===== src/hw/rtl/rptb_pkg.sv =====
// Package for the randomized Prim tree builder: sizes, codes, beat structs,
// state machine type. Used by every file under hw/rtl.
package rptb_pkg;

    localparam int MAX_VERTICES   = 64;
    localparam int MAX_OBJECTIVES = 4;
    localparam int COST_BITS      = 16;
    localparam int VBITS          = $clog2(MAX_VERTICES);
    localparam int OBITS          = 2;
    localparam int DIST_BITS      = 34;
    localparam int SADDR_BITS     = OBITS + 2 * VBITS;
    localparam logic [DIST_BITS-1:0] DIST_UNREACH = '1;

    localparam logic [1:0] OP_LOAD  = 2'd0;
    localparam logic [1:0] OP_START = 2'd1;
    localparam logic [1:0] OP_ADD   = 2'd2;

    localparam logic [2:0] REG_VCOUNT = 3'd0;
    localparam logic [2:0] REG_OCOUNT = 3'd1;
    localparam logic [2:0] REG_W0     = 3'd2;
    localparam logic [2:0] REG_W1     = 3'd3;
    localparam logic [2:0] REG_W2     = 3'd4;
    localparam logic [2:0] REG_W3     = 3'd5;
    localparam logic [2:0] REG_ELIMIT = 3'd6;
    localparam logic [2:0] REG_ACCEPT = 3'd7;

    typedef struct packed {
        logic [1:0]  op;
        logic [1:0]  objective;
        logic [5:0]  row;
        logic [5:0]  col;
        logic [15:0] cost_value;
        logic [5:0]  start_vertex;
        logic [15:0] rand_value;
    } t_in_beat;

    typedef struct packed {
        logic [5:0] edge_low;
        logic [5:0] edge_high;
        logic [5:0] edge_index;
        logic       last;
        logic       status;
    } t_out_beat;

    typedef enum logic [3:0] {
        ST_IDLE,
        ST_CLEAR,
        ST_RELAX,
        ST_RELAX_WB,
        ST_SCAN1,
        ST_THRESH,
        ST_SCAN2,
        ST_PICK,
        ST_SCAN3,
        ST_PARENT,
        ST_EMIT
    } t_state;

endpackage


===== src/hw/rtl/rptb_cfg_regs.sv =====
// APB-style configuration registers for the randomized Prim tree builder.
// Depends on rptb_pkg for register indexes.
module rptb_cfg_regs
    import rptb_pkg::*;
(
    input  logic        i_clk,
    input  logic        i_rst_n,
    input  logic        psel,
    input  logic        penable,
    input  logic        pwrite,
    input  logic [4:0]  paddr,
    input  logic [31:0] pwdata,
    output logic [31:0] prdata,
    output logic        pready,
    output logic [6:0]  o_vertex_count,
    output logic [2:0]  o_objective_count,
    output logic [63:0] o_weights,
    output logic [5:0]  o_edge_limit,
    output logic [15:0] o_accept_fraction
);
    logic [6:0]  r_vc;
    logic [2:0]  r_oc;
    logic [15:0] r_w [4];
    logic [5:0]  r_el;
    logic [15:0] r_af;
    logic [2:0]  w_idx;

    assign pready = 1'b1;
    assign w_idx  = paddr[4:2];

    always_ff @(posedge i_clk) begin
        if (!i_rst_n) begin
            r_vc   <= 7'd64;
            r_oc   <= 3'd2;
            r_w[0] <= 16'd32768;
            r_w[1] <= 16'd32768;
            r_w[2] <= 16'd0;
            r_w[3] <= 16'd0;
            r_el   <= 6'd63;
            r_af   <= 16'd1966;
        end else if (psel && penable && pwrite) begin
            unique case (w_idx)
                REG_VCOUNT: r_vc   <= pwdata[6:0];
                REG_OCOUNT: r_oc   <= pwdata[2:0];
                REG_W0:     r_w[0] <= pwdata[15:0];
                REG_W1:     r_w[1] <= pwdata[15:0];
                REG_W2:     r_w[2] <= pwdata[15:0];
                REG_W3:     r_w[3] <= pwdata[15:0];
                REG_ELIMIT: r_el   <= pwdata[5:0];
                REG_ACCEPT: r_af   <= pwdata[15:0];
                default: ;
            endcase
        end
    end

    always_comb begin
        unique case (w_idx)
            REG_VCOUNT: prdata = {25'd0, r_vc};
            REG_OCOUNT: prdata = {29'd0, r_oc};
            REG_W0:     prdata = {16'd0, r_w[0]};
            REG_W1:     prdata = {16'd0, r_w[1]};
            REG_W2:     prdata = {16'd0, r_w[2]};
            REG_W3:     prdata = {16'd0, r_w[3]};
            REG_ELIMIT: prdata = {26'd0, r_el};
            REG_ACCEPT: prdata = {16'd0, r_af};
            default:    prdata = 32'd0;
        endcase
    end

    assign o_vertex_count    = r_vc;
    assign o_objective_count = r_oc;
    assign o_weights         = {r_w[3], r_w[2], r_w[1], r_w[0]};
    assign o_edge_limit      = r_el;
    assign o_accept_fraction = r_af;
endmodule


===== config.mk =====
export PLATFORM = sky130hd
export DESIGN_NAME = rptb_cfg_regs
export DESIGN_NICKNAME = d
export VERILOG_FILES = /design/src/hw/rtl/rptb_pkg.sv /design/src/hw/rtl/rptb_cfg_regs.sv
export SDC_FILE = /design/constraint.sdc
export NUM_CORES = 1
export LEC_CHECK = 0
export ABC_AREA = 0
export BUFFER_PORTS_ARGS = -buffer_cell sky130_fd_sc_hd__buf_2
export CORE_MARGIN = 3
export CORE_UTILIZATION = 50
export CTS_BUF_LIST = sky130_fd_sc_hd__clkbuf_16
export DETAILED_ROUTE_END_ITERATION = 6
export GPL_TIMING_DRIVEN = 0
export PLACE_DENSITY = 0.84
export SETUP_SLACK_MARGIN = 0.05
export SLEW_MARGIN = 40
export SYNTH_ARGS = -nofsm -noshare
export SYNTH_HDL_FRONTEND = slang
export SYNTH_SLANG_ARGS = --single-unit
export TNS_END_PERCENT = 100

===== constraint.sdc =====
create_clock -name i_clk -period 3.4 [get_ports i_clk]
set_input_delay 0.68 -clock i_clk [delete_from_list [all_inputs] [get_ports i_clk]]
set_output_delay 0.68 -clock i_clk [all_outputs]
set_load 0.02 [all_outputs]

==> results by stage <==
Power:
- The power per standard cell area is 448 nW/um^2.
- Cell internal power was estimated by the tool at roughly 0.0020 W.
- The analysis attributes to cell leakage a power of between 2 and 3 nW.
- The worst vdd rail ir drop is about 0.00022 V.
- Of the total power, the share spent switching nets is 0.273.
- In this run the power spent charging and discharging nets is ~0.00074 W.
- The part of the total power dissipated in sequential elements is 0.487.
- The share of total power dissipated in combinational logic is 0.156.
- The portion of total power attributed to the clock network is 0.357.
- The overall power after layout is about 0.0027 W.

Placement:
- The number of I/O port buffers is about 130.
- Summing all placed instances gives a cell area of between 5000 and 6000 sq um.
- The worst setup slack after placement is between 0.4 and 0.5 ns.
- The HPWL after detailed placement is 10,500 microns.
- At the end of routability-driven placement, the weighted congestion stood at 0.870.

Critical path:
- The worst path arrival time is 2.35 ns.
- Setup slack on the worst reg-to-reg path comes out at between 2 and 3 ns.
- The critical path required time is ~2.7 ns.
- The largest single stage delay on the critical path is around 0.53 ns.
- For the worst flop-to-flop path, the logic depth is 2.
- The critical path is of the primary input to output pin type.
- In this run the worst path has a maximum fanout of 10.
- The startpoint identified for the worst register-to-register timing path is o_accept_fraction[8].
- The critical path goes through buf_2, buf_4, clkbuf_1, inv_1, a221oi_1, o31ai_1, buf_2.
- The nature of the critical path endpoint is an output pin.
- The slowest stage of the critical path belongs to the cell clkbuf_1.
- The cell that appears most often on the critical path is buf_2.
- The worst setup path is launched from a primary input.
- The endpoint of the worst-slack reg-to-reg timing path is o_accept_fraction[8].

Status:
- The flow ran to the end, and the final reports show no timing, DRC or antenna violations.

Floorplanning:
- The floorplan step defined a core boundary enclosing roughly 9000 sq um.
- Row generation in the floorplan step produced 35 rows.
- Measured along the x axis, the die boundary spans a little over 100 microns.
- For this configuration, the core starts out at a cell density of 0.517.
- The die outline area is approximately 11,000 sq um.
- The die extent in y is 104 microns.
- In this run the count of I/O pins placed on the die edge is ~170.

Synthesis:
- Yosys mapped a number of flops with a built-in enable equal to 64.
- The synthesized netlist cell count is between 400 and 500.
- The average instance area after synthesis is around 12 sq um.
- The total of warnings raised by yosys is 0.
- Of all flip-flops after synthesis, the portion carrying an async set or reset was 0.
- The most frequent cell after synthesis is edfxtp_1.
- The number of distinct library cells after synthesis is a little under 50.
- The commonest cells after synthesis are 64 x edfxtp_1, 50 x mux2i_1, 43 x and2_1.
- Summed over all instances, the cell type with the most area after synthesis is edfxtp_1.
- The fraction of the yosys area taken by sequential cells is 0.537.
- The share of the synthesized area in the top cell type is 0.403.
- In this run the cell area of the synthesized design comes to 4770 sq um.
- The most frequently used flop master after synthesis is edfxtp_1.
- The synthesized design contains 96 register bits.
- In the post-synthesis netlist, the biggest area contributors are edfxtp_1 40%, dfxtp_1 13%, mux2i_1 10%, and2_1 5.6%, buf_4 3.6%.

Routing:
- For this run, design rule violations remaining after detail routing come to 0.
- The number of vias in the routed layout is around 4,100.
- The number of routed nets with antenna violations is 0.
- The per-cell via count in the routed design is between 5 and 6.
- The initial DRC count is 420.
- Summed over all layers, the routed wires come to approximately 15,000 microns.
- The number of iterations in the first detailed-routing pass is 5.
- The detail-routed net length per standard cell is 20.6 microns.

Global route:
- The total congestion overflow is 0.
- The total routing resource utilization after global routing is 0.267.
- The number of global-route vias before repair is around 4,000.
- The first-pass GRT wire length is between 20,000 and 25,000 microns.
- The initial antenna violation count came to 0.
- The pin count of the biggest net entering global routing is 17.

Clock tree:
- The count of buffers added by post-CTS timing repair for setup is 0.
- TritonCTS built the clock tree.
- The clock root buffer is clkbuf_16.
- The total number of H-tree levels is 3.
- The clock-pin slew of the registers on the worst-case setup and hold paths is around 0.060 ns.
- The TritonCTS buffer count is 9.
- For this design, the CTS-stage hold fixing added 0 buffers.
- Counting every sink on the clock net gives 96.
- The longest clock path from root to sink contains 2 buffers.
- The latest clock arrival within the worst-skew pair is 0.33 ns.
- Gates resized during post-CTS repair numbered 0.

Finish:
- 0 antenna diodes ended up in the layout.
- The layout has 716 filler cells.
- The share of cells above drive strength 1 is 0.345.
- The final design area excluding fillers is approximately 6000 sq um.
- The multi-input combinational cells in the finished layout cover a total of between 1500 and 2000 sq um.
- The flip-flop and latch area is between 2000 and 3000 sq um.
- The layout overhead on the synthesized area is 26.7%.
- The core utilization of the finished layout is 0.654.
- After the last flow step, the layout net total stands at 620.

Worst hold path:
- The min-delay analysis places its worst path in the category register to register.
- The worst hold path terminates at o_vertex_count[5].
- The worst hold path begins at o_vertex_count[5].
- The number of stages on the worst hold path is 2.

Timing:
- Dividing the final minimum period by the clock period gives 0.892.
- Timing would allow up to approximately 0.33 GHz.
- The number of setup violations in the final report is 0.
- The max-slew violation count is 0.
- After layout, the worst setup slack is 0.368 ns.
- On the final layout, the worst clock skew is 0 ns.
- The minimum clock period is 3.03 ns.
- At the pin with the least slew margin, the transition time is just over 0.8 ns.
- The total count of hold-check failures in the final report was 0.
- Setup repair after global routing left no endpoint under its margin.
- Measured against its own limit, the worst slew margin works out to 0.444.

Run:
- The count of maximum capacitance violations is 0.
-- cell usage in the layout, fill, tap and decap left out, types with 13 or more instances in the layout --
cell type / instances
nand2_1: 29
dfxtp_1: 32
and2_1: 43
buf_2: 141
edfxtp_1: 64
clkbuf_1: 13
conb_1: 17
nor3_1: 16
buf_4: 23
mux2i_1: 50
nor2b_1: 19
-- power groups by stage --
stage                     registers [W]  clock network (W)  logic (W)
after floorplan                 0.00140                  0   0.000200
after global placement          0.00134                  0   0.000395
after detailed placement        0.00134                  0   0.000416
after CTS                       0.00132           0.000959   0.000418
after global routing            0.00132            0.00100   0.000446
final                           0.00132           0.000965   0.000423
-- cell type report --
cell class | count | area share
Sequential cell | 96 | 0.424
Multi-Input combinational cell | 276 | 0.327
Timing Repair Buffer | 137 | 0.119
Buffer | 48 | 0.0495
Clock buffer | 10 | 0.0414
Tap cell | 129 | 0.0267
Inverter | 10 | 0.00621
Clock inverter | 6 | 0.00600
-- cells by family after synthesis --
group                  count (synthesis)  synth area share
AND/OR/NAND/NOR                      152             0.190
flip-flops                            96             0.537
buffers and inverters                 58            0.0705
AO/OA/AOI/OAI                         54            0.0865
multiplexers                          53             0.114
other                                  2           0.00157
-- worst max-delay path: cells and delay by family --
family	cells	cell delay [ns]
AOI/OAI and AO/OA	2	0.49
buffers and inverters	5	1.17
-- sequential cells by signal, indices dropped and copies added (netlist names) --
signal and flops:
o_edge_limit 6, o_vertex_count 7, o_objective_count 3, o_accept_fraction 16
r_w 64
-- routing by layer --
| metal | vias up | share of wire | global-route usage |
|---|---|---|---|
| li1 | 1793 | - | - |
| met1 | 1954 | 0.38 | 0.328 |
| met2 | 262 | 0.48 | 0.453 |
| met3 | 44 | 0.11 | 0.0710 |
| met4 | 0 | 0.031 | 0.0969 |
| met5 | - | 0 | 0 |
-- worst max path at each step --
| stage | from | to | slack, ns |
|---|---|---|---|
| after floorplan | paddr[2] | r_w[2][0] | 0.45 |
| after global placement | paddr[3] | r_w[3][2] | -0.77 |
| after detailed placement | paddr[4] | prdata[5] | 0.47 |
| after CTS | paddr[4] | prdata[5] | 0.46 |
| after global routing | paddr[4] | prdata[5] | 0.29 |
| final | paddr[4] | prdata[5] | 0.37 |
-- through the flow --
step / hold WS, ns / TNS (ns) / instances
floorplan: 0.542 / 0 / 430
global placement: 0.460 / -41.47 / 692
detailed placement: 0.465 / 0 / 696
CTS: 0.483 / 0 / 712
global route: 0.499 / 0 / 712
finish: 0.486 / 0 / 712
Note: power is estimated with default switching activity, not from simulation.
